**src/rtl/two_button_press_classifier_assert.svh**
```systemverilog
// ---------------------------------------------------------------------------
// Assertion macros for the two-button press classifier
// Shared concurrent assertion forms, clocked on clk with async reset rst_n.
// ---------------------------------------------------------------------------
`ifndef TWO_BUTTON_PRESS_CLASSIFIER_ASSERT_SVH
`define TWO_BUTTON_PRESS_CLASSIFIER_ASSERT_SVH

// Same-cycle implication: when ante holds, cons must hold on the same edge.
`define TBPC_ASSERT_IMPL(label, ante, cons) \
    label: assert property (@(posedge clk) disable iff (!rst_n) (ante) |-> (cons)) \
        else $error("tbpc assertion failed: same-cycle implication");

// Next-cycle implication: when ante holds, cons must hold on the next edge.
`define TBPC_ASSERT_NEXT(label, ante, cons) \
    label: assert property (@(posedge clk) disable iff (!rst_n) (ante) |=> (cons)) \
        else $error("tbpc assertion failed: next-cycle implication");

`endif

```
**src/rtl/tbpc_pkg.sv**
```systemverilog
// ---------------------------------------------------------------------------
// tbpc_pkg
// Types, codes and reset values shared by the press classifier modules.
// ---------------------------------------------------------------------------
`timescale 1ns / 1ps
`default_nettype none

package tbpc_pkg;

    localparam int unsigned TICK_W = 32;
    localparam int unsigned CFG_INDEX_W = 2;

    // Configuration register indexes
    localparam logic [CFG_INDEX_W-1:0] REG_DEBOUNCE = 2'd0;
    localparam logic [CFG_INDEX_W-1:0] REG_LONG_PRESS = 2'd1;
    localparam logic [CFG_INDEX_W-1:0] REG_REPEAT = 2'd2;

    // Reset values of the configuration registers, in ticks
    localparam logic [TICK_W-1:0] DEBOUNCE_TICKS_RST = 32'd1600000;
    localparam logic [TICK_W-1:0] LONG_PRESS_TICKS_RST = 32'd80000000;
    localparam logic [TICK_W-1:0] REPEAT_TICKS_RST = 32'd8000000;

    // Button codes
    localparam logic BTN_ON = 1'b0;
    localparam logic BTN_OFF = 1'b1;

    typedef enum logic [1:0] {
        MODE_IDLE     = 2'd0,
        MODE_DEBOUNCE = 2'd1,
        MODE_LONG     = 2'd2,
        MODE_REPEAT   = 2'd3
    } mode_t;

    typedef enum logic [1:0] {
        EV_SHORT_PRESS  = 2'd0,
        EV_LONG_RELEASE = 2'd1,
        EV_HOLD_REPEAT  = 2'd2
    } event_kind_t;

    typedef struct packed {
        logic [TICK_W-1:0] debounce_ticks;
        logic [TICK_W-1:0] long_press_ticks;
        logic [TICK_W-1:0] repeat_ticks;
    } cfg_t;

    typedef struct packed {
        logic        valid;
        event_kind_t kind;
        logic        button;
    } event_t;

endpackage

`default_nettype wire

```
**src/rtl/two_button_press_classifier.sv**
```systemverilog
// ---------------------------------------------------------------------------
// two_button_press_classifier
// Debounce, long-press and hold-repeat classifier for an on and an off button.
// ---------------------------------------------------------------------------
// Usage:
//   Input channel (in_valid/in_ready, on_level, off_level): one beat per tick
//   carrying the sampled button levels. A beat may be taken every cycle.
//   Output channel (out_valid/out_ready, event_kind, which_button): at most
//   one event beat per input beat: short press, long press released or hold
//   repeat, tagged with the button it belongs to.
//   Config channel (cfg_valid/cfg_ready, cfg_index, cfg_data): always ready;
//   index 0 debounce, 1 long press, 2 repeat period, all in ticks. Indexes
//   beyond the list are dropped. Write only while the block is quiet.
//   Output: an event is registered in the output register, or in the skid
//   register while the head stalls. Throughput: one input beat per cycle
//   while in_ready is high; the tracker updates timer and press flags per tick.
//   Stall: a two-entry output buffer (output register plus skid register)
//   keeps taking input beats while a result waits; in_ready drops only when
//   both entries hold unread events, and rises again once one is taken.
//   Reset: timers idle, button unlocked, flags clear, buffer empty, config
//   registers back to their default periods.
// ---------------------------------------------------------------------------
`timescale 1ns / 1ps
`default_nettype none

module two_button_press_classifier (
    input  wire logic                              clk,
    input  wire logic                              rst_n,
    input  wire logic                              in_valid,
    output logic                                   in_ready,
    input  wire logic                              on_level,
    input  wire logic                              off_level,
    output logic                                   out_valid,
    input  wire logic                              out_ready,
    output logic [1:0]                             event_kind,
    output logic                                   which_button,
    input  wire logic                              cfg_valid,
    output logic                                   cfg_ready,
    input  wire logic [tbpc_pkg::CFG_INDEX_W-1:0]  cfg_index,
    input  wire logic [tbpc_pkg::TICK_W-1:0]       cfg_data
);
    import tbpc_pkg::*;

    cfg_t   cfg_reg;
    event_t ev;
    logic   tick;

    // Output register and skid register
    logic        out_valid_reg;
    event_kind_t out_kind_reg;
    logic        out_btn_reg;
    logic        skid_valid_reg;
    event_kind_t skid_kind_reg;
    logic        skid_btn_reg;
    logic        push;
    logic        pop;

    assign cfg_ready = 1'b1;
    assign in_ready = !skid_valid_reg;
    assign tick = in_valid && in_ready;

    // Config registers: hold until written, drop writes to unknown indexes
    always_ff @(posedge clk or negedge rst_n)
    begin
        if (!rst_n)
        begin
            cfg_reg.debounce_ticks <= DEBOUNCE_TICKS_RST;
            cfg_reg.long_press_ticks <= LONG_PRESS_TICKS_RST;
            cfg_reg.repeat_ticks <= REPEAT_TICKS_RST;
        end
        else if (cfg_valid && cfg_ready)
        begin
            unique case (cfg_index)
                REG_DEBOUNCE:   cfg_reg.debounce_ticks <= cfg_data;
                REG_LONG_PRESS: cfg_reg.long_press_ticks <= cfg_data;
                REG_REPEAT:     cfg_reg.repeat_ticks <= cfg_data;
                default:        ;
            endcase
        end
    end

    tbpc_tracker u_tracker (
        .clk       (clk),
        .rst_n     (rst_n),
        .tick      (tick),
        .on_level  (on_level),
        .off_level (off_level),
        .cfg       (cfg_reg),
        .ev        (ev)
    );

    assign push = ev.valid;
    assign pop = out_valid_reg && out_ready;

    // Two-entry buffer: the output register is the head, skid the tail
    always_ff @(posedge clk or negedge rst_n)
    begin
        if (!rst_n)
        begin
            out_valid_reg <= 1'b0;
            skid_valid_reg <= 1'b0;
        end
        else
        begin
            if (!out_valid_reg || pop)
            begin
                if (skid_valid_reg)
                begin
                    // Advance the skid beat to the head, refill from the tracker
                    out_valid_reg <= 1'b1;
                    skid_valid_reg <= push;
                end
                else
                begin
                    out_valid_reg <= push;
                end
            end
            else if (push)
            begin
                // Head is stalled: park the new beat in the skid register
                skid_valid_reg <= 1'b1;
            end
        end
    end

    always_ff @(posedge clk)
    begin
        if (!out_valid_reg || pop)
        begin
            if (skid_valid_reg)
            begin
                out_kind_reg <= skid_kind_reg;
                out_btn_reg <= skid_btn_reg;
            end
            else if (push)
            begin
                out_kind_reg <= ev.kind;
                out_btn_reg <= ev.button;
            end
        end
        if (push)
        begin
            skid_kind_reg <= ev.kind;
            skid_btn_reg <= ev.button;
        end
    end

    assign out_valid = out_valid_reg;
    assign event_kind = out_kind_reg;
    assign which_button = out_btn_reg;

`include "two_button_press_classifier_assert.svh"

    `TBPC_ASSERT_IMPL(a_skid_behind_head, skid_valid_reg, out_valid_reg)
    `TBPC_ASSERT_NEXT(a_stall_keeps_skid, skid_valid_reg && !out_ready, skid_valid_reg)
    `TBPC_ASSERT_NEXT(a_push_lands, push, out_valid_reg)

endmodule

`default_nettype wire

```
**src/rtl/tbpc_tracker.sv**
```systemverilog
// ---------------------------------------------------------------------------
// tbpc_tracker
// Press state per tick: lock, debounce, long-press and repeat timers, event.
// ---------------------------------------------------------------------------
`timescale 1ns / 1ps
`default_nettype none

module tbpc_tracker (
    input  wire logic            clk,
    input  wire logic            rst_n,
    input  wire logic            tick,
    input  wire logic            on_level,
    input  wire logic            off_level,
    input  wire tbpc_pkg::cfg_t  cfg,
    output tbpc_pkg::event_t     ev
);
    import tbpc_pkg::*;

    logic [1:0]        prev_levels_reg;
    logic              locked_reg;
    logic              sel_reg;
    mode_t             mode_reg;
    logic [TICK_W-1:0] cnt_reg;
    logic              hold_reg;
    logic              rel_reg;
    logic              pend_reg;
    logic              rep_reg;

    // State after timer and edge handling, before the event is taken
    logic              locked_mid;
    logic              sel_mid;
    mode_t             mode_mid;
    logic [TICK_W-1:0] cnt_mid;
    logic              hold_mid;
    logic              rel_mid;
    logic              pend_mid;
    logic              rep_mid;

    logic              level_sel;
    logic              on_chg;
    logic              off_chg;

    logic              release_ev;
    logic              repeat_ev;

    assign level_sel = (sel_reg == BTN_OFF) ? off_level : on_level;
    assign on_chg = on_level != prev_levels_reg[0];
    assign off_chg = off_level != prev_levels_reg[1];

    // Next state: timer first, then on edge, then off edge
    always_comb
    begin
        locked_mid = locked_reg;
        sel_mid = sel_reg;
        mode_mid = mode_reg;
        cnt_mid = cnt_reg;
        hold_mid = hold_reg;
        rel_mid = rel_reg;
        pend_mid = pend_reg;
        rep_mid = rep_reg;

        if (mode_reg != MODE_IDLE)
        begin
            if (cnt_reg[TICK_W-1:1] == '0)
            begin
                cnt_mid = '0;
                unique case (mode_reg)
                    MODE_DEBOUNCE:
                    begin
                        if (level_sel)
                        begin
                            hold_mid = 1'b0;
                            rel_mid = 1'b0;
                            mode_mid = MODE_LONG;
                            cnt_mid = cfg.long_press_ticks;
                        end
                        else
                        begin
                            mode_mid = MODE_IDLE;
                            pend_mid = 1'b1;
                            rel_mid = 1'b1;
                        end
                    end
                    MODE_LONG:
                    begin
                        if (level_sel)
                        begin
                            hold_mid = 1'b1;
                            pend_mid = 1'b1;
                            mode_mid = MODE_REPEAT;
                            cnt_mid = cfg.repeat_ticks;
                        end
                        else
                        begin
                            mode_mid = MODE_IDLE;
                        end
                    end
                    MODE_REPEAT:
                    begin
                        cnt_mid = cfg.repeat_ticks;
                        rep_mid = 1'b1;
                    end
                    MODE_IDLE:
                    begin
                    end
                endcase
            end
            else
            begin
                cnt_mid = cnt_reg - TICK_W'(1);
            end
        end

        if (on_chg)
        begin
            if (!off_level && on_level && !locked_mid)
            begin
                locked_mid = 1'b1;
                sel_mid = BTN_ON;
                mode_mid = MODE_DEBOUNCE;
                cnt_mid = cfg.debounce_ticks;
            end
            else if (locked_mid && sel_mid == BTN_ON)
            begin
                mode_mid = MODE_DEBOUNCE;
                cnt_mid = cfg.debounce_ticks;
            end
        end

        if (off_chg)
        begin
            if (!on_level && off_level && !locked_mid)
            begin
                locked_mid = 1'b1;
                sel_mid = BTN_OFF;
                mode_mid = MODE_DEBOUNCE;
                cnt_mid = cfg.debounce_ticks;
            end
            else if (locked_mid && sel_mid == BTN_OFF)
            begin
                mode_mid = MODE_DEBOUNCE;
                cnt_mid = cfg.debounce_ticks;
            end
        end
    end

    // Event selection from the updated flags
    always_comb
    begin
        ev.valid = 1'b0;
        ev.kind = EV_SHORT_PRESS;
        ev.button = sel_mid;
        release_ev = 1'b0;
        repeat_ev = 1'b0;
        if (pend_mid)
        begin
            priority if (!hold_mid && rel_mid)
            begin
                release_ev = 1'b1;
                ev.kind = EV_SHORT_PRESS;
            end
            else if (hold_mid && rel_mid)
            begin
                release_ev = 1'b1;
                ev.kind = EV_LONG_RELEASE;
            end
            else if (hold_mid && !rel_mid && rep_mid)
            begin
                repeat_ev = 1'b1;
                ev.kind = EV_HOLD_REPEAT;
            end
            else
            begin
                // Hold the event back until a release or a repeat mark
                release_ev = 1'b0;
            end
        end
        ev.valid = tick && (release_ev || repeat_ev);
    end

    always_ff @(posedge clk or negedge rst_n)
    begin
        if (!rst_n)
        begin
            prev_levels_reg <= '0;
            locked_reg <= 1'b0;
            sel_reg <= BTN_ON;
            mode_reg <= MODE_IDLE;
            cnt_reg <= '0;
            hold_reg <= 1'b0;
            rel_reg <= 1'b0;
            pend_reg <= 1'b0;
            rep_reg <= 1'b0;
        end
        else if (tick)
        begin
            prev_levels_reg <= {off_level, on_level};
            locked_reg <= locked_mid && !release_ev;
            sel_reg <= sel_mid;
            mode_reg <= mode_mid;
            cnt_reg <= cnt_mid;
            hold_reg <= hold_mid;
            rel_reg <= rel_mid;
            pend_reg <= pend_mid && !release_ev;
            rep_reg <= rep_mid && !repeat_ev;
        end
    end

`include "two_button_press_classifier_assert.svh"

    `TBPC_ASSERT_IMPL(a_idle_count_zero, mode_reg == MODE_IDLE, cnt_reg == '0)
    `TBPC_ASSERT_IMPL(a_repeat_means_hold, mode_reg == MODE_REPEAT, hold_reg)
    `TBPC_ASSERT_NEXT(a_release_unlocks, ev.valid && release_ev, !locked_reg && !pend_reg)

endmodule

`default_nettype wire

```
**config.mk**
```make
export PLATFORM = sky130hd
export DESIGN_NAME = two_button_press_classifier
export DESIGN_NICKNAME = d
export VERILOG_FILES = /design/src/rtl/tbpc_pkg.sv /design/src/rtl/two_button_press_classifier.sv /design/src/rtl/tbpc_tracker.sv
export VERILOG_INCLUDE_DIRS = /design/src /design/src/rtl
export SDC_FILE = /design/constraint.sdc
export NUM_CORES = 1
export LEC_CHECK = 0
export BUFFER_PORTS_ARGS = -buffer_cell sky130_fd_sc_hd__buf_4
export CORE_MARGIN = 5
export CORE_UTILIZATION = 43
export DETAILED_ROUTE_END_ITERATION = 10
export GPL_ROUTABILITY_DRIVEN = 0
export PLACE_DENSITY = 0.59
export SETUP_SLACK_MARGIN = 0.02
export SLEW_MARGIN = 20
export SYNTH_ARGS = -nofsm -noshare
export SYNTH_HDL_FRONTEND = slang
export SYNTH_SLANG_ARGS = --single-unit
```
**constraint.sdc**
```tcl
create_clock -name clk -period 5 [get_ports clk]
set_input_delay 1 -clock clk [delete_from_list [all_inputs] [get_ports clk]]
set_output_delay 1 -clock clk [all_outputs]
set_load 0.01 [all_outputs]
```
# Word-level counts from Yosys, hierarchy flattened
# Index checks and enable logic that the tools add are counted.
op_classes:
  n_addsub: 1
  multipliers: 0
  n_div: 0
  order_cmp: 0
  eq_ne: 7
  shifts: 0
  mux: 67
  bitwise: 1
  n_reduce_logical: 37
op_table:
  columns: ["operator", "count"]
  rows:
  - ["two-way mux 32 bit", 10]
  - ["one-hot mux 32 bit (3 select lines)", 1]
  - ["two-way mux 1 bit", 37]
  - ["two-way mux 2 bit", 16]
  - ["subtractor 32 x 1 -> 32 bit, second input constant", 1]
  - ["zero test 31 bit", 1]
  - ["logical AND 1 bit", 16]
  - ["zero test 1 bit", 10]
  - ["AND reduction 2 bit", 4]
  - ["== test 2 bit, second input constant", 3]
  - ["nonzero test 2 bit", 3]
  - ["== test 2 x 1 -> 1 bit, second input constant", 2]
  - ["one-hot mux 1 bit (2 select lines)", 2]
  - ["one-hot mux 2 bit (2 select lines)", 1]
  - ["zero test 2 bit", 1]
  - ["logical OR 1 bit", 2]
  - ["inequality test 1 bit", 2]
  - ["inverter 1 bit", 1]
totals:
  regBits: 146
  latch_bits: 0
  mem_bits_rw: 0
  romBits: 0
  input_bits: 41
  output_inout_bits: 6
  word_cells: 131
  mem_count: 0

# Logic depth before layout (Yosys ltp)
depth:
  ltp_word: 16
  depth_mapped: 9
  depth_no_buf: 8

# By module
# From an unflattened synthesis, not the netlist that was laid out.
hier_totals:
  hier_cells: 657
  area_unflattened_um2: 7554.7
modules_own_cells:
  columns: ["mod", "instances", "cells_per_inst", "area_each_um2"]
  rows:
  - ["two_button_press_classifier", 1, 225, 3971.3]
  - ["tbpc_tracker", 1, 432, 3583.4]

# Worst setup path after synthesis
# No wires, ideal clock.
synth_path:
  path_type: "input -> register"
  start: "input port off_level"
  end: "register u_tracker.cnt_reg[3]"
  setup_ns: 0.096
  t_arrival_ns: 2.750
  path_slack_ns: 2.154
  stages: 8
  path_buffers: 2
  cell_sequence: "clkbuf_1 > or3b_2 > a21o_1 > and2_1 > buf_6 > nor2_1 > a22oi_1 > o31ai_1"
synth_via:
  elab_chain_len: 11
  elab_cells_between_ends: 24
  cone_classes: "eq/ne (1); mux (16); reduce/logical (7)"
synth_lines:
  columns: ["element", "line", "rtl"]
  rows:
  - ["from (decl)", "two_button_press_classifier.sv:32", "input wire logic off_level,"]
  - ["two-way mux 1 bit", "tbpc_tracker.sv:46", "assign level_sel = (sel_reg == BTN_OFF) ? off_level : on_level;"]
  - ["two-way mux 32 bit (on tied branches)", "tbpc_tracker.sv:86, tbpc_tracker.sv:70", null]
  - ["one-hot mux 32 bit (3 select lines)", "tbpc_tracker.sv:67", "unique case (mode_reg)"]
  - ["two-way mux 32 bit", "tbpc_tracker.sv:64", "if (cnt_reg[TICK_W-1:1] == '0)"]
  - ["two-way mux 32 bit", "tbpc_tracker.sv:62", "if (mode_reg != MODE_IDLE)"]
  - ["two-way mux 32 bit", "tbpc_tracker.sv:123", "else if (locked_mid && sel_mid == BTN_ON)"]
  - ["two-way mux 32 bit", "tbpc_tracker.sv:116", "if (!off_level && on_level && !locked_mid)"]
  - ["two-way mux 32 bit", "tbpc_tracker.sv:114", "if (on_chg)"]
  - ["two-way mux 32 bit", "tbpc_tracker.sv:139", "else if (locked_mid && sel_mid == BTN_OFF)"]
  - ["two-way mux 32 bit", "tbpc_tracker.sv:132", "if (!on_level && off_level && !locked_mid)"]
  - ["two-way mux 32 bit (*)", "tbpc_tracker.sv:130", "if (off_chg)"]
  - ["to (signal assigned)", "tbpc_tracker.sv:201", "cnt_reg <= cnt_mid;"]
  - ["to (decl)", "tbpc_tracker.sv:23", "logic [TICK_W-1:0] cnt_reg;"]
# Every way passes the cells marked *; elsewhere a longest branch is shown, timed or not.
# A chain may end at the register's enable or synchronous reset.

# Worst setup path after layout
layout_path:
  start: "register u_tracker.cnt_reg[28]"
  end: "register u_tracker.cnt_reg[26]"
layout_via:
  elab_chain_len: 9
layout_lines:
  columns: ["element", "line"]
  rows:
  - ["zero test 31 bit (*)", "tbpc_tracker.sv:64"]
  - ["two-way mux 32 bit (*)", "tbpc_tracker.sv:64"]
  - ["two-way mux 32 bit (*)", "tbpc_tracker.sv:62"]
  - ["two-way mux 32 bit", "tbpc_tracker.sv:123"]
  - ["two-way mux 32 bit", "tbpc_tracker.sv:116"]
  - ["two-way mux 32 bit (*)", "tbpc_tracker.sv:114"]
  - ["two-way mux 32 bit", "tbpc_tracker.sv:139"]
  - ["two-way mux 32 bit", "tbpc_tracker.sv:132"]
  - ["two-way mux 32 bit (*)", "tbpc_tracker.sv:130"]
# Marks and branches as above.

==> results.yml <==
run_status:
  outcome: "completed"
setup_path:
  worstPathArrival_ns: 3.64
  ff2ff_path_depth: 6
  endpoint: "u_tracker.cnt_reg[26]"
  cp_max_fo: 22
  crit_required_ns: 5.31
  rrSetupSlack_ns: 1.67
  cp-start-kind: "flop"
  r2r_end: "u_tracker.cnt_reg[26]"
  worst-setup-path-type: "reg -> reg"
  r2r-start: "u_tracker.cnt_reg[28]"
  cp-startpoint: "u_tracker.cnt_reg[28]"
  end_kind: "flop"
cells_and_area:
  final_cell_mix: "dfrtp_1, mux2_2, buf_4"
  layout_commonest_cell: "dfrtp_1"
  drive_gt1_frac: 0.306
  utilization: 0.504
  antenna_cells: 0
  syn2layout_area_growth_pct: 14.4
  fin_cells: 940
  largest_register_ffs: 96
  layout.nets: 753
  design_area_mm2: 0.00842
drt:
  dr.pass1.iters: 5
  finalWirelength_um: 19600
  via_per_inst: 6.08
  drtIter0Drc: 483
  routedWlPerCell_um: 20.8
  postRouteAntennaNets: 0
  drcViolationCount: 0
  vias: 5717
timing:
  timing.slew.headroom: 0.215
  worst_slack_ns: 1.67
  finalMaxSlewViolations: 0
  fin_crit_ns: 3.33
  rsz0062_at_grt: "false"
  hold_viol: 0
  finalCritPeriodShare: 0.666
  tns_ns: 0
  finClkSkew_ns: 0.0114
  tightest_slew_ns: 1.17
  setup_violations: 0
  finalHoldWorstSlack_ns: 0.505
  fmax_ghz: 0.300
clocking:
  hold_buffers: 0
  post_cts_buffers: 0
  cts_made_buffers: 17
  cts.sinks: 146
  htreeDepth: 4
  postCtsResizedCells: 0
  clkTransAtPathRegs_ns: 0.06
  cts_buffer_depth: 2
  tritoncts: "done"
  cts-root-buf: "clkbuf_16"
  insertion_delay_ns: 0.43
synth:
  syn_area_per_cell_um2: 11.0
  ys_types: 65
  ys_warn_count: 0
  syn-cell-area_mm2: 0.00736
  synth-main-ff-cell: "dfrtp_1"
  postSynthCellCount: 669
  seq_area_frac_synth: 0.504
  syn_nets: 715
  async_reset_ff_frac: 0.959
  synth-seq-cells: 146
  synth_edf_count: 6
placement:
  io_buffers: 45
  place_inst: 908
  pre_cts_ws_ns: 1.51
  place_area_mm2: 0.00789
  dp_hpwl_um: 13100
pwr:
  p_total_mw: 3.38
  p_leak_nw: 3.41
  peakVddDrop_v: 0.000250
  p_per_area_mw_per_mm2: 401
floorplanning:
  coreArea_mm2: 0.0167
  dieArea_mm2: 0.0198
  die_x_um: 141
  rows: 47
  start_util: 0.441
  die_h_um: 141
  io_pins: 47
grt:
  grt_max_degree: 103
  grt_pass1_wl_um: 32200
  grt.overflow.total: 0
  grt_pass1_vias: 6042
  antenna_found_initial: 0
  groute.usage.overall: 0.203
flow_run:
  max_cap_viol_count: 0
hold_path:
  hold_class: "reg -> reg"
## logic make-up (layout without fill, tap and decap cells)
logic type | count (synthesis) | in the layout | share of synthesized area
buffers and inverters | 49 | 100 | 0.0306
AOI/OAI and AO/OA | 166 | 166 | 0.157
DFF | 146 | 146 | 0.504
xor gates and xnor gates | 4 | 4 | 0.00476
muxes | 105 | 105 | 0.160
and+or+nand+nor | 193 | 193 | 0.135
adders and majority gates | 5 | 5 | 0.00850
other | 1 | 1 | 0.000510
## report_power, final
group | total (mW) | internal (mW) | switching (mW) | leakage, nW
sequential | 1.66 | 1.44 | 0.214 | 1.70
combinational | 0.565 | 0.278 | 0.287 | 1.45
clock | 1.15 | 0.647 | 0.507 | 0.257
## per-layer routing
metal  GRT usage  vias to the layer above  wire length, µm
met5           0                        -                0
met4      0.0520                        0              149
met3      0.0430                       14              992
met2       0.335                      184             9880
met1       0.275                     2907             8560
li1            -                     2612                -
## layout make-up
class	instances	area [µm²]
multi-input cells	474	3430
clock buffers	20	447
clock inverters	12	83.8
flip-flops and latches	146	3710
inverters	11	41.3
repair buffers	57	432
fillers	1504	8280
well taps	220	275
## worst max-delay path, stage by stage (launching register included)
cell and delay [ns]:
dfrtp_1 0.46, nor4_1 0.56, and3_1 0.35, nand3_1 0.85, a221oi_1 0.65, o21ai_0 0.16, o221a_2 0.16
## how the worst min path moves through the flow
stage | startpoint | end | slack (ns) | cells past startpoint
final | cfg_reg[5] | cfg_reg[5] | 0.51 | 1
after global routing | cfg_reg[53] | cfg_reg[53] | 0.51 | 1
after CTS | cfg_reg[11] | cfg_reg[11] | 0.51 | 1
after detailed placement | cfg_reg[24] | cfg_reg[24] | 0.49 | 1
after global placement | u_tracker.hold_reg | u_tracker.hold_reg | 0.47 | 2
after floorplan | u_tracker.hold_reg | u_tracker.hold_reg | 0.44 | 2
## synth_stat cells, drive strengths merged, types with 7 or more instances
| cell type | n | area, µm² |
|---|---|---|
| nor3 | 26 | 146 |
| a21oi | 25 | 125 |
| nor2 | 44 | 165 |
| mux2 | 99 | 1110 |
| o22ai | 7 | 43.8 |
| o21ai | 36 | 180 |
| a221oi | 10 | 87.6 |
| dfstp | 21 | 552 |
| inv | 10 | 37.5 |
| and3 | 7 | 43.8 |
| buf | 8 | 67.6 |
| nand4 | 9 | 56.3 |
| nand3 | 26 | 130 |
| a221o | 9 | 90.1 |
| a22oi | 23 | 173 |
| dfrtp | 119 | 2980 |
| nand2 | 47 | 176 |
| clkbuf | 30 | 116 |
| a211oi | 8 | 60.1 |
| nor4 | 9 | 86.3 |
No activity file was read; power rests on OpenSTA's default activity.
